## config.mk

```make
export PLATFORM = sky130hd
export DESIGN_NAME = lfst_occ
export DESIGN_NICKNAME = d
export VERILOG_FILES = /design/src/sv/lfst_pkg.sv /design/src/sv/lfst_occ.sv
export SDC_FILE = /design/constraint.sdc
export NUM_CORES = 1
export LEC_CHECK = 0
export ABC_AREA = 1
export BUFFER_PORTS_ARGS = -buffer_cell sky130_fd_sc_hd__buf_2
export CORE_ASPECT_RATIO = 1.75
export CORE_MARGIN = 2
export CORE_UTILIZATION = 40
export CTS_BUF_LIST = sky130_fd_sc_hd__clkbuf_4
export DETAILED_ROUTE_END_ITERATION = 8
export HOLD_SLACK_MARGIN = 0.02
export PLACE_DENSITY = 0.58
export SYNTH_ARGS = -nofsm -noshare
export SYNTH_HDL_FRONTEND = slang
export SYNTH_SLANG_ARGS = --single-unit
export TNS_END_PERCENT = 20
```

## constraint.sdc

```tcl
create_clock -name clk -period 3.1 [get_ports clk]
set_input_delay 0.31 -clock clk [delete_from_list [all_inputs] [get_ports clk]]
set_output_delay 0.31 -clock clk [all_outputs]
set_load 0.1 [all_outputs]
```

## src/sv/lfst_pkg.sv

```systemverilog
// shared constants, codes and transaction types of the lowest free slot table
`default_nettype none

package lfst_pkg;

    localparam int SLOTS     = 256;
    localparam int GRP_SZ    = 16;
    localparam int BIT_W     = $clog2(GRP_SZ);
    localparam int NGRP      = (SLOTS + GRP_SZ - 1) / GRP_SZ;
    localparam int SLOTS_PAD = NGRP * GRP_SZ;
    localparam int IDX_W     = $clog2(SLOTS_PAD);
    localparam int GRP_W     = (NGRP > 1) ? $clog2(NGRP) : 1;
    localparam int ADDR_W    = $clog2(SLOTS);
    localparam int CNT_W     = $clog2(SLOTS + 1);
    localparam int ENTRY_W   = 64;

    localparam logic [1:0] ACT_INSERT = 2'd0;
    localparam logic [1:0] ACT_REMOVE = 2'd1;
    localparam logic [1:0] ACT_READ   = 2'd2;

    localparam logic [1:0] ST_OK           = 2'd0;
    localparam logic [1:0] ST_FULL         = 2'd1;
    localparam logic [1:0] ST_NOT_OCCUPIED = 2'd2;

    typedef struct packed {
        logic [1:0]  action;
        logic [7:0]  slot;
        logic [31:0] position;
        logic [15:0] taxon;
        logic [15:0] body_handle;
    } in_item_t;

    typedef struct packed {
        logic [7:0]  slot_out;
        logic        entry_valid;
        logic [31:0] position_out;
        logic [15:0] taxon_out;
        logic [15:0] body_out;
        logic [8:0]  live_count;
        logic [1:0]  status;
    } out_item_t;

    // control from the sequencer to the occupancy map
    typedef struct packed {
        logic             start;
        logic             set;
        logic             clr;
        logic [IDX_W-1:0] idx;
    } occ_cmd_t;

    // status from the occupancy map
    typedef struct packed {
        logic             any_free;
        logic [IDX_W-1:0] free_idx;
        logic             idx_occ;
        logic [CNT_W-1:0] count;
    } occ_stat_t;

endpackage

`default_nettype wire

```

## src/sv/lfst_occ.sv

```systemverilog
// occupancy bits, live count and two-level lowest free slot search
`default_nettype none

module lfst_occ (
    input  wire logic              clk,
    input  wire logic              rst_n,
    input  wire lfst_pkg::occ_cmd_t cmd,
    output lfst_pkg::occ_stat_t    stat
);

    localparam int PAD_CNT = lfst_pkg::SLOTS_PAD - lfst_pkg::SLOTS;
    // slots past the table end look permanently taken
    localparam logic [lfst_pkg::SLOTS_PAD-1:0] PAD_MASK =
        {lfst_pkg::SLOTS_PAD{1'b1}} << lfst_pkg::SLOTS;

    logic [lfst_pkg::SLOTS_PAD-1:0] occ_reg, occ_next;
    logic [lfst_pkg::CNT_W-1:0]     count_reg, count_next;
    logic [lfst_pkg::GRP_W-1:0]     grp_sel_reg, grp_sel_next;
    logic                           any_free_reg, any_free_next;

    logic [lfst_pkg::NGRP-1:0]   grp_full;
    logic [lfst_pkg::GRP_W-1:0]  grp_pick;
    logic [lfst_pkg::GRP_SZ-1:0] grp_bits;
    logic [lfst_pkg::BIT_W-1:0]  bit_pick;

    // first level: one full flag per group, lowest group with a hole
    always_comb
    begin
        grp_pick = '0;
        for (int g = 0; g < lfst_pkg::NGRP; g++)
        begin
            grp_full[g] = &occ_reg[g*lfst_pkg::GRP_SZ +: lfst_pkg::GRP_SZ];
        end
        for (int g = lfst_pkg::NGRP - 1; g >= 0; g--)
        begin
            if (!grp_full[g])
            begin
                grp_pick = lfst_pkg::GRP_W'(g);
            end
        end
    end

    // second level: lowest free bit inside the registered group
    always_comb
    begin
        grp_bits = occ_reg[int'(grp_sel_reg)*lfst_pkg::GRP_SZ +: lfst_pkg::GRP_SZ];
        bit_pick = '0;
        for (int b = lfst_pkg::GRP_SZ - 1; b >= 0; b--)
        begin
            if (!grp_bits[b])
            begin
                bit_pick = lfst_pkg::BIT_W'(b);
            end
        end
    end

    always_comb
    begin
        occ_next      = occ_reg;
        count_next    = count_reg;
        grp_sel_next  = grp_sel_reg;
        any_free_next = any_free_reg;
        if (cmd.start)
        begin
            grp_sel_next  = grp_pick;
            any_free_next = !(&grp_full);
        end
        if (cmd.set)
        begin
            occ_next[cmd.idx] = 1'b1;
            count_next        = count_reg + lfst_pkg::CNT_W'(1);
        end
        else if (cmd.clr)
        begin
            occ_next[cmd.idx] = 1'b0;
            count_next        = count_reg - lfst_pkg::CNT_W'(1);
        end
    end

    always_ff @(posedge clk or negedge rst_n)
    begin
        if (!rst_n)
        begin
            occ_reg      <= PAD_MASK;
            count_reg    <= '0;
            grp_sel_reg  <= '0;
            any_free_reg <= 1'b0;
        end
        else
        begin
            occ_reg      <= occ_next;
            count_reg    <= count_next;
            grp_sel_reg  <= grp_sel_next;
            any_free_reg <= any_free_next;
        end
    end

    assign stat.any_free = any_free_reg;
    assign stat.free_idx = lfst_pkg::IDX_W'({grp_sel_reg, bit_pick});
    assign stat.idx_occ  = occ_reg[cmd.idx];
    assign stat.count    = count_reg;

    a_count_matches_map: assert property (@(posedge clk) disable iff (!rst_n)
        $countones(occ_reg) == int'(count_reg) + PAD_CNT)
        else $error("live count disagrees with occupancy map");

    a_set_on_free: assert property (@(posedge clk) disable iff (!rst_n)
        cmd.set |-> !occ_reg[cmd.idx])
        else $error("allocation of a slot that is already taken");

    a_clr_on_taken: assert property (@(posedge clk) disable iff (!rst_n)
        cmd.clr |-> occ_reg[cmd.idx] && int'(cmd.idx) < lfst_pkg::SLOTS)
        else $error("release of a slot that is not taken");

endmodule

`default_nettype wire

```

Word-level counts from Yosys, hierarchy flattened

Cells that the tools add are included.

Add/sub/neg operators: 2
$lt $le $gt $ge: 2
Shift-type cells: 1
Mux-type cells: 40
Bitwise gates (word level): 3
Reduce and logical (&&, ||, !) cells: 20

Operator list:

| cell                                                | number |
|---|---|
| two-way mux 256 bit                                 | 2 |
| AND 256 bit                                         | 1 |
| NOT 256 bit                                         | 1 |
| bitwise OR 256 bit                                  | 1 |
| AND reduction 16 bit                                | 16 |
| AND reduction 256 bit                               | 1 |
| indexed part select 256 x 9 -> 16 bit               | 1 |
| two-way mux 4 bit                                   | 32 |
| two-way mux 9 bit                                   | 2 |
| adder 9 x 1 -> 9 bit, second input constant         | 1 |
| < comparator 8 x 9 -> 1 bit, second input constant  | 1 |
| subtractor 9 x 1 -> 9 bit, second input constant    | 1 |
| binary-select mux 1 bit (select 8 bit)              | 1 |
| demux 1 bit (select 8 bit)                          | 1 |
| >= comparator 8 x 1 -> 1 bit, second input constant | 1 |
| two-way mux 1 bit                                   | 2 |
| nonzero test 2 bit                                  | 1 |
| logical AND 1 bit                                   | 1 |
| logical NOT 1 bit                                   | 1 |

Flip-flop bits (word level): 270
Input bits: 13
Output and inout bits: 19
Logic and storage cells: 72

Depth between registers and ports, before layout

Gate-level depths: netlist of the first run.

Word-level depth: 17
Depth in mapped cells: 23
Depth with buffers taken out: 21

Worst setup path before layout of the first run

OpenSTA, ideal clock, no wires.

Kind: reg2out
Start: reg grp_sel_reg[0] (netlist bit)
End: out stat[11] (netlist bit)
Data arrival time: 3517 ps
Data required time: 2790 ps
Setup slack: -727 ps
Stages on the path, launching flop included: 14
Path buffers: 4
Cell sequence: dfrtp_1 buf_6 inv_6 buf_6 buf_6 buf_2 o21ai_0 nand3_1 nand3_1 nand2_1 nand2_1 o21bai_1 a31oi_1 nor2_1

RTL lines:

| element                | RTL line       | RTL |
|---|---|---|
| start, declared        | lfst_occ.sv:18 | `logic [lfst_pkg::GRP_W-1:0] grp_sel_reg, grp_sel_next;` |
| start signal, assigned | lfst_occ.sv:93 | `grp_sel_reg <= grp_sel_next;` |
| end, declared          | lfst_occ.sv:8  | `output lfst_pkg::occ_stat_t stat` |

==> flow_summary.json, run 1 <==
{
  "cts_buffers": 72,
  "synth_fp_nets": 2261,
  "r2r_start": "count_reg[0]",
  "final.setup.tns_ns": -1.80,
  "p_int_mw": 6.67,
  "synth-seq-cells": 270,
  "hold_class": "input pin to asynchronous set/reset pin",
  "synth_cells": 2240,
  "setup_violations": 5,
  "drt_iter0_drc": 1769,
  "routed_wirelength_mm": 75.8,
  "cp_max_fo": 15,
  "synth.top_cells.by_count": "a21oi_1 (362), nor2_1 (281), inv_1 (272)",
  "grt_pass1_vias": 17000,
  "switching_share": 0.365,
  "ir_worst_vdd_uv": 720,
  "synth_area_mm2": 0.0164,
  "dieWidth_um": 157,
  "seqPwrFrac": 0.418,
  "violations": "negative setup slack",
  "clkLatencyLatePin_ns": 0.82,
  "port_buffers": 31,
  "hold_viol_final": 0,
  "synth_warnings": 0,
  "start_util": 0.403,
  "worstPathRequired_ns": 2.79,
  "r2r_cells": 12,
  "cts.sinks": 270,
  "p_leak_nw": 7.80,
  "synth_edf_count": 0,
  "drive_gt1_frac": 0.139,
  "layout_setup_ws_ns": -0.471,
  "grt_usage": 0.355,
  "skew_ns": 0.0585,
  "yosysMostFrequentCell": "a21oi_1",
  "p_per_area_mw_per_mm2": 555,
  "synth.distinct_cells": 46,
  "htree_levels": 3,
  "drv_slew": 0,
  "fmax_mhz": 280,
  "regToRegSetupSlack_ns": 0.75,
  "num_io_pins": 32,
  "vias_per_cell": 6.01,
  "num_vias": 17400,
  "avgSynthCellArea_um2": 7.32,
  "start_kind": "register",
  "antenna_found_initial": 1,
  "whs_ns": 0.0553,
  "clockPowerShare": 0.345,
  "fill_cells": 4248,
  "reg2reg_to": "count_reg[8]",
  "worst_pin_slew_ns": 0.977,
  "drc": 0,
  "cts_root_buf": "clkbuf_4",
  "power.share.combinational": 0.237,
  "clk_pin_slew_ns": 0.07,
  "final_util": 0.465,
  "yosysTopAreaCell": "dfrtp_1",
  "core_area_mm2": 0.0407,
  "hpwl_mm": 53.6,
  "synth_top_area_share": 0.412,
  "synth-seq-area-share": 0.412,
  "relSlewSlack": 0.348,
  "die_y_um": 272,
  "finalCritPeriodShare": 1.15,
  "grt_max_degree": 84,
  "ant_nets": 0,
  "synthFlopType": "dfrtp_1",
  "gp_congestion": 1.00,
  "rows": 98,
  "grt_pass1_wl_mm": 110,
  "syn2layout_area_growth_pct": 15.3,
  "nets": 2328,
  "dieArea_mm2": 0.0427,
  "rsz0062_at_grt": "yes",
  "clockBufferDepth": 3,
  "power_mw": 10.5,
  "firstDrtPassIters": 8,
  "critPathCaptureType": "output pin",
  "ys_async_sr_fraction": 1.00,
  "wl_per_cell_um": 26.1,
  "timing.final.crit_period_ns": 3.57,
  "power.switching_mw": 3.83,
  "drv_cap": 0,
  "cts_tree": "done",
  "outcome": "finished with violations",
  "grt_overflow": 0,
  "worst-setup-path-type": "register to output pin",
  "worst_ep_arrival_time_ns": 3.26,
  "synth_area_leaders": "dfrtp_1 (41%), a21oi_1 (11%), nor2_1 (6.4%)"
}
==> critical path: stages (launching register included) <==
cell	delay (ns)
dfrtp_4	0.55
buf_12	0.19
buf_16	0.16
buf_4	0.14
o21ai_0	0.22
nand3_1	0.17
nand3_2	0.15
nand2_1	0.08
nand2_1	0.14
a21oi_1	0.06
o21bai_1	0.18
a31oi_2	0.13
nor2_4	0.12
buf_12	0.18
==> cells in the final DEF, fill, tap and decap left out, types with 5 or more instances in the layout <==
cell type / n
a21oi_1: 359
nor2_1: 275
inv_1: 270
dfrtp_1: 267
o21ai_0: 167
nand2_1: 141
a31oi_1: 133
nand3_1: 117
clkbuf_4: 102
o22ai_1: 99
buf_4: 90
nand4_1: 49
nor4_1: 39
o21ai_1: 31
buf_2: 25
buf_12: 22
nand3_2: 18
clkinv_1: 16
nor2_2: 14
inv_2: 11
nand2_2: 11
a22o_1: 9
a22oi_1: 8
nor3_1: 7
ha_1: 7
o211ai_1: 6
bufinv_16: 6
a21oi_2: 5
==> kinds of logic (layout without fill, tap and decap cells) <==
logic type	after synthesis	in the layout	synth area share
AOI/OAI and AO/OA	834	834	0.281
xor gates and xnor gates	7	7	0.00374
adders and majority gates	8	8	0.00656
buffers and inverters	445	557	0.115
DFF	270	270	0.412
other	0	2	0
and+or+nand+nor	676	676	0.183
==> worst max path at each step <==
| stage | slack, ns | cells past startpoint | start | to |
|---|---|---|---|---|
| floorplan | -0.14 | 14 | grp_sel_reg[0] | stat[12] |
| finish | -0.47 | 13 | grp_sel_reg[0] | stat[11] |
| global placement | 0.1 | 14 | cmd[0] | stat[9] |
| global route | -0.59 | 14 | grp_sel_reg[0] | stat[11] |
| CTS | -0.45 | 23 | grp_sel_reg[0] | stat[10] |
| detailed placement | 0.06 | 14 | cmd[0] | stat[9] |
==> power groups by stage <==
stage	sequential, mW	combinational [mW]	clock, mW
final	4.39	2.49	3.62
after global routing	4.43	2.71	3.84
after CTS	4.38	2.48	3.70
after detailed placement	4.43	2.46	0
after global placement	4.43	2.42	0
after floorplan	4.72	1.28	0
==> through the flow <==
step / cells / setup slack [ns] / cell area, um2
3_3_place_gp: 2768 / 0.0964 / 17600
2_1_floorplan: 2240 / -0.145 / 16400
6_report: 2904 / -0.471 / 18900
4_1_cts: 2899 / -0.451 / 18800
3_5_place_dp: 2768 / 0.0599 / 17600
5_1_grt: 2903 / -0.587 / 18900
==> layer usage <==
metal,track usage,up-vias,part of all wire
met5,0,-,0
li1,-,7986,-
met4,0.300,0,0.097
met3,0.0562,275,0.064
met2,0.569,892,0.47
met1,0.412,8296,0.37
==> area by class of cell <==
class	count	area (um2)	share of cell area
clock buffer	102	766	0.0405
timing repair buffer	149	1430	0.0753
multi-input combinational	1525	7940	0.420
inverter	289	1100	0.0584
clock inverter	17	223	0.0118
sequential	270	6760	0.358
antenna	2	5.00	0.000265
tap	550	688	0.0364
==> what timing repair did <==
| action | CTS | global route |
|---|---|---|
| setup endpoints to repair | 5 | 5 |
| hold buffers | 4 | 0 |
| pin swaps | 12 | 5 |
| buffers inserted | 7 | 2 |
| gates resized for setup | 38 | 13 |
| gates cloned | 1 | 1 |
| endpoints found under the hold margin | 270 | 0 |
Power figures use the tool's default switching activity.
==> inputs of run 2 (changes only) <==
--- a/config.mk
+++ b/config.mk
@@ -5,12 +5,11 @@
 export SDC_FILE = /design/constraint.sdc
 export NUM_CORES = 1
 export LEC_CHECK = 0
-export ABC_AREA = 1
 export BUFFER_PORTS_ARGS = -buffer_cell sky130_fd_sc_hd__buf_2
 export CORE_ASPECT_RATIO = 1.75
 export CORE_MARGIN = 2
 export CORE_UTILIZATION = 40
-export CTS_BUF_LIST = sky130_fd_sc_hd__clkbuf_4
+export CTS_BUF_LIST = sky130_fd_sc_hd__clkbuf_4 sky130_fd_sc_hd__clkbuf_8 sky130_fd_sc_hd__clkbuf_16
 export DETAILED_ROUTE_END_ITERATION = 8
 export HOLD_SLACK_MARGIN = 0.02
 export PLACE_DENSITY = 0.58
==> run 2 against run 1 <==
- the run still ends with negative setup slack left
- global-route usage fell by 6.8 points
- die area fell by 3.4%
- via count fell by 21%
- sequential cell count did not move
- synthesized cell count fell by 36%
- non-clock buffer count rose by 63
- first-iteration DRC count fell by 21%
- critical endpoint is now stat[10]
- combinational power fell by 18%
- sequential share of layout area rose by 0.23 points
- fmax rose by 3.1%
- cell count fell by 31%
==> flow_summary.json, run 2 <==
{
  "outcome": "finished with violations",
  "violations": "negative setup slack",
  "ir_worst_vdd_uv": 576,
  "hold_viol_final": 0,
  "final_cell_mix": "o21ai_0 (270), dfrtp_1 (266), o31ai_1 (256), buf_4 (159), mux4_2 (136)",
  "critPathCaptureType": "output pin",
  "drt_iter0_drc": 1406,
  "slowest_stage": "dfrtp_4",
  "wl_per_cell_um": 29.0,
  "synth_warnings": 0,
  "synth.distinct_cells": 47,
  "synth.top_cells.by_count": "o21ai_0 (273), dfrtp_1 (270), o31ai_1 (256)",
  "antenna_found_initial": 0,
  "worstPathRequired_ns": 2.79,
  "skew_ns": 0.0129,
  "dieArea_mm2": 0.0413,
  "synth_cells": 1431,
  "synth_area_leaders": "dfrtp_1 (43%), mux4_2 (19%), o31ai_1 (12%)",
  "gp_congestion": 1.03,
  "hold_class": "input pin to register",
  "grt_pass1_wl_mm": 88.8,
  "vias_per_cell": 6.81,
  "synth_fp_nets": 1452,
  "nets": 1524,
  "dieWidth_um": 154,
  "path_buf_inv": 4,
  "layout_setup_ws_ns": -0.365,
  "worst-setup-path-type": "register to output pin",
  "synthFlopType": "dfrtp_1",
  "postPlaceCellArea_mm2": 0.0174,
  "layout_commonest_cell": "o21ai_0",
  "worst_ep_arrival_time_ns": 3.15,
  "drive_gt1_frac": 0.283,
  "final_cell_area_mm2": 0.0188,
  "worst_pin_slew_ns": 0.876,
  "grt_overflow": 0,
  "cts.sinks": 270,
  "cts_root_buf": "clkbuf_16",
  "cp_cell_sequence": "buf_12 -> buf_8 -> mux4_2 -> a22o_1 -> a221oi_2 -> buf_4 -> a21oi_1 -> o2111a_2 -> o21ai_4 -> buf_12",
  "drc": 0,
  "firstDrtPassIters": 5,
  "grt_usage": 0.287,
  "synth_area_mm2": 0.0158,
  "synth-seq-cells": 270,
  "ant_nets": 0,
  "placedCellCount": 1941,
  "start_util": 0.405,
  "fmax_mhz": 289,
  "rows": 96,
  "synth_edf_count": 0,
  "grt_max_degree": 193,
  "synth_top_area_share": 0.427,
  "relSlewSlack": 0.410,
  "reg2reg_to": "grp_sel_reg[0]",
  "path_depth": 10,
  "regToRegSetupSlack_ns": 0.40,
  "crit_path_end": "stat[10]",
  "r2r_cells": 8,
  "clkLatencyLatePin_ns": 0.57,
  "crit_family": "compound AO/OA/AOI/OAI gates",
  "routed_wirelength_mm": 58.5,
  "yosysTopAreaCell": "dfrtp_1",
  "avgSynthCellArea_um2": 11.1,
  "final_util": 0.480,
  "antenna_cells": 0,
  "clockBufferDepth": 3,
  "synth-seq-area-share": 0.427,
  "yosysMostFrequentCell": "o21ai_0",
  "drv_slew": 0,
  "finalCritPeriodShare": 1.12,
  "core_area_mm2": 0.0392,
  "startpoint": "grp_sel_reg[0]",
  "cts_tree": "done",
  "die_y_um": 267,
  "crit_top_cell": "buf_12",
  "start_kind": "register",
  "hpwl_mm": 42.0,
  "p_leak_nw": 7.30,
  "syn2layout_area_growth_pct": 18.8,
  "setup_violations": 5,
  "max_stage_delay_ns": 0.55,
  "htree_levels": 1,
  "ys_async_sr_fraction": 1.00,
  "final_cells": 2015,
  "cp_max_fo": 6,
  "p_per_area_mw_per_mm2": 527,
  "power_mw": 9.91,
  "num_io_pins": 32,
  "rsz0062_at_grt": "yes",
  "drv_cap": 0,
  "whs_ns": 0.0840,
  "num_vias": 13700,
  "port_buffers": 31,
  "grt_pass1_vias": 13700,
  "timing.final.crit_period_ns": 3.46,
  "clk_pin_slew_ns": 0.07,
  "cts_buffers": 28
}
-- run 2: changes by cell type in the layout (fill, tap and decap cells not counted), moves of 29 or more --
cell,before,now
nand2_1,141,54
mux4_2,0,136
a21oi_1,359,13
nor2_1,275,17
a31oi_1,133,2
o21ai_1,31,2
nand3_1,117,9
o21ai_0,167,270
inv_1,270,10
buf_4,90,159
clkbuf_4,102,5
o22ai_1,99,6
o31ai_1,0,256
-- run 2: logic make-up after synthesis --
group,after synthesis,synth area share
buffers and inverters,181,0.0477
muxes,149,0.202
DFF,270,0.427
xor gates and xnor gates,7,0.00387
AOI/OAI and AO/OA,605,0.242
and+or+nand+nor,211,0.0714
adders and majority gates,8,0.00679
-- run 2: cell type report --
cell class	instances	area, um2
Fill cell	3487	20300
Clock buffer	38	818
Tap cell	490	613
Multi-Input combinational cell	980	8510
Clock inverter	14	198
Sequential cell	270	6770
Timing Repair Buffer	212	1860
Inverter	11	48.8
-- run 2: where the power goes --
group / leakage (nW) / internal (mW) / total (mW) / switching, mW
clock network: 0.501 / 2.20 / 3.71 / 1.51
logic: 3.12 / 0.730 / 2.04 / 1.31
registers: 3.67 / 3.81 / 4.16 / 0.352
total: 7.30 / 6.74 / 9.91 / 3.17
-- run 2: layer usage --
metal | global-route usage | wire length [um]
met5 | 0 | 0
met4 | 0.214 | 5590
met3 | 0.0398 | 3670
met2 | 0.488 | 29000
met1 | 0.329 | 20300
-- run 2: timing repair --
action,CTS,global route
hold buffers,1,0
pin swaps,7,2
hold endpoints to repair,71,0
resized for setup,20,13
setup buffers,15,4
endpoints found under the setup margin,5,5
gates cloned,2,0
-- run 2: worst min path at each step --
stage	from	end	slack, ns	cells after the start
3_5_place_dp	rst_n	asynchronous set/reset pin	0.38	1
4_1_cts	cmd[10]	grp_sel_reg[0]	0.05	2
5_1_grt	cmd[10]	grp_sel_reg[1]	0.07	2
3_3_place_gp	rst_n	asynchronous set/reset pin	0.36	1
6_report	cmd[10]	grp_sel_reg[0]	0.08	2
2_1_floorplan	rst_n	asynchronous set/reset pin	0.01	0
-- run 2: through the flow --
stage / TNS (ns) / worst slack, ns
floorplan: -0.379 / -0.292
global placement: -0.185 / -0.185
detailed placement: -0.211 / -0.211
CTS: -1.78 / -0.372
global route: -2.05 / -0.435
finish: -1.71 / -0.365
==> inputs of run 3 (changes only) <==
--- a/config.mk
+++ b/config.mk
@@ -8,12 +8,11 @@
 export BUFFER_PORTS_ARGS = -buffer_cell sky130_fd_sc_hd__buf_2
 export CORE_ASPECT_RATIO = 1.75
 export CORE_MARGIN = 2
-export CORE_UTILIZATION = 40
+export CORE_UTILIZATION = 60
 export CTS_BUF_LIST = sky130_fd_sc_hd__clkbuf_4 sky130_fd_sc_hd__clkbuf_8 sky130_fd_sc_hd__clkbuf_16
 export DETAILED_ROUTE_END_ITERATION = 8
 export HOLD_SLACK_MARGIN = 0.02
-export PLACE_DENSITY = 0.58
+export PLACE_DENSITY = 0.8
 export SYNTH_ARGS = -nofsm -noshare
 export SYNTH_HDL_FRONTEND = slang
 export SYNTH_SLANG_ARGS = --single-unit
-export TNS_END_PERCENT = 20
==> constraint.sdc (replaced) <==
create_clock -name clk -period 3.1 [get_ports clk]
set_input_delay 0.31 -clock clk [delete_from_list [all_inputs] [get_ports clk]]
set_output_delay 0.31 -clock clk [all_outputs]
set_load 0.01 [all_outputs]
==> run 3 against run 2 <==
- the run still ends with negative setup slack left
- largest cell class unchanged
- worst setup slack better by 0.025 ns
- fmax grew 0.73%
- non-clock buffer count is 40 lower
- die area fell by 33%
- register-to-register slack improved by 0.19 ns
- critical path depth did not move
- cell count decreased by 11%
- via count rose by 4.5%
- sequential share of layout area rose by 1.5 points
==> flow_summary.json, run 3 (synthesis gave the netlist of run 2 again) <==
{
  "p_int_mw": 6.43,
  "grt_max_degree": 101,
  "cts_tree": "done",
  "ant_nets": 0,
  "violations": "negative setup slack",
  "start_kind": "register",
  "dieArea_mm2": 0.0278,
  "relSlewSlack": 0.196,
  "gp_congestion": 1.11,
  "finalCritPeriodShare": 1.11,
  "postPlaceCellArea_mm2": 0.0166,
  "cts_root_buf": "clkbuf_16",
  "vias_per_cell": 7.96,
  "fill_cells": 1842,
  "rows": 78,
  "max_stage_delay_ns": 0.58,
  "cp_cell_sequence": "buf_12 -> buf_6 -> mux4_2 -> a22o_1 -> nor2_2 -> o211ai_1 -> a21oi_1 -> o21ai_2 -> a21oi_2 -> buf_2",
  "worstPathRequired_ns": 2.79,
  "rsz0062_at_grt": "yes",
  "p_per_area_mw_per_mm2": 502,
  "start_util": 0.610,
  "grt_pass1_wl_mm": 83.6,
  "final_cell_mix": "o21ai_0 (268), dfrtp_1 (266), o31ai_1 (256), mux4_2 (136), buf_4 (119)",
  "hold_viol_final": 0,
  "worst_ep_arrival_time_ns": 3.13,
  "dp_slack_ns": -0.146,
  "drive_gt1_frac": 0.270,
  "setup_violations": 5,
  "nets": 1482,
  "die_y_um": 219,
  "dieWidth_um": 127,
  "power_mw": 9.07,
  "timing.final.crit_period_ns": 3.44,
  "syn2layout_area_growth_pct": 14.1,
  "skew_ns": 0.0176,
  "firstDrtPassIters": 9,
  "final_cell_area_mm2": 0.0181,
  "htree_levels": 1,
  "final.setup.tns_ns": -1.33,
  "drv_slew": 0,
  "antenna_found_initial": 1,
  "switching_share": 0.292,
  "port_buffers": 31,
  "routed_wirelength_mm": 54.2,
  "grt_usage": 0.399,
  "wl_per_cell_um": 30.1,
  "layout_commonest_cell": "o21ai_0",
  "worst_pin_slew_ns": 1.19,
  "hpwl_mm": 36.3,
  "fmax_mhz": 291,
  "slowest_stage": "mux4_2",
  "drc": 0,
  "worst-setup-path-type": "register to output pin",
  "power.share.combinational": 0.167,
  "cp_max_fo": 7,
  "core_area_mm2": 0.0260,
  "critPathCaptureType": "output pin",
  "multi_input_area_mm2": 0.00850,
  "layout_setup_ws_ns": -0.339,
  "clk_pin_slew_ns": 0.07,
  "grt_pass1_vias": 14000,
  "outcome": "finished with violations",
  "regArea_mm2": 0.00676,
  "grt_overflow": 0,
  "hold_class": "input pin to register",
  "clkLatencyLatePin_ns": 0.56,
  "final_util": 0.696,
  "ir_worst_vdd_uv": 506,
  "seqPwrFrac": 0.460,
  "num_io_pins": 32,
  "clockBufferDepth": 3,
  "num_vias": 14300,
  "p_leak_nw": 6.98,
  "power.switching_mw": 2.64,
  "cts_buffers": 26,
  "drv_cap": 0,
  "antenna_cells": 0,
  "cts.sinks": 270,
  "drt_iter0_drc": 2384,
  "clockPowerShare": 0.373
}
-- run 3: cell count changes in the layout (fill, tap and decap cells not counted), moves of 3 or more --
cell	previous run	this run
buf_4	159	119
buf_12	20	12
a22oi_1	17	12
a22oi_2	9	14
buf_6	3	8
buf_2	24	27
clkinvlp_4	2	5
-- run 3: path summary, 6_finish.rpt --
path	startpoint	end	slack, ns	cells past startpoint
min reg2reg	count_reg[8]	count_reg[8]	0.47	1
max	grp_sel_reg[0]	stat[11]	-0.34	10
min	cmd[10]	grp_sel_reg[1]	0.08	2
max reg2reg	register	grp_sel_reg[0]	0.59	8
min in group asynchronous	rst_n	asynchronous set/reset pin	0.32	2
max in group asynchronous	rst_n	asynchronous set/reset pin	1.92	3
-- run 3: per-layer routing --
layer	global-route usage	vias up	routed length, um
li1	-	5825	-
met1	0.475	6766	16900
met2	0.627	1319	25000
met3	0.0904	419	6500
met4	0.310	2	5820
met5	0	-	14
-- run 3: final cells by class --
cell class / instances / area share
Clock inverter: 16 / 0.00970
Timing Repair Buffer: 172 / 0.0806
Clock buffer: 32 / 0.0402
Inverter: 11 / 0.00256
Tap cell: 320 / 0.0222
Sequential cell: 270 / 0.374
Multi-Input combinational cell: 980 / 0.470
-- run 3: timing repair --
action,4_1_cts,5_1_grt
hold endpoints to repair,80,0
hold buffers,1,0
cloned,3,0
setup endpoints to repair,5,5
pin swaps,10,9
setup buffers,30,7
resized for setup,42,22
-- run 3: power groups by stage --
stage | registers, mW | clock network [mW] | logic [mW]
after floorplan | 4.09 | 0 | 0.975
after global routing | 4.19 | 3.53 | 1.65
final | 4.17 | 3.38 | 1.52
after CTS | 4.15 | 3.39 | 1.48
after global placement | 4.20 | 0 | 1.37
after detailed placement | 4.21 | 0 | 1.43
-- run 3: metrics by stage --
step	instances	hold slack (ns)
4_1_cts	1796	0.0580
2_1_floorplan	1431	0.0144
3_3_place_gp	1715	0.356
5_1_grt	1801	0.0779
3_5_place_dp	1715	0.352
6_report	1801	0.0773
-- run 3: critical path: cells and delay by family (launching register included) --
kind	cells	cell delay, ns
DFF	1	0.55
and+or+nand+nor	1	0.14
buffers and inverters	3	0.46
AOI/OAI and AO/OA	5	0.84
muxes	1	0.58
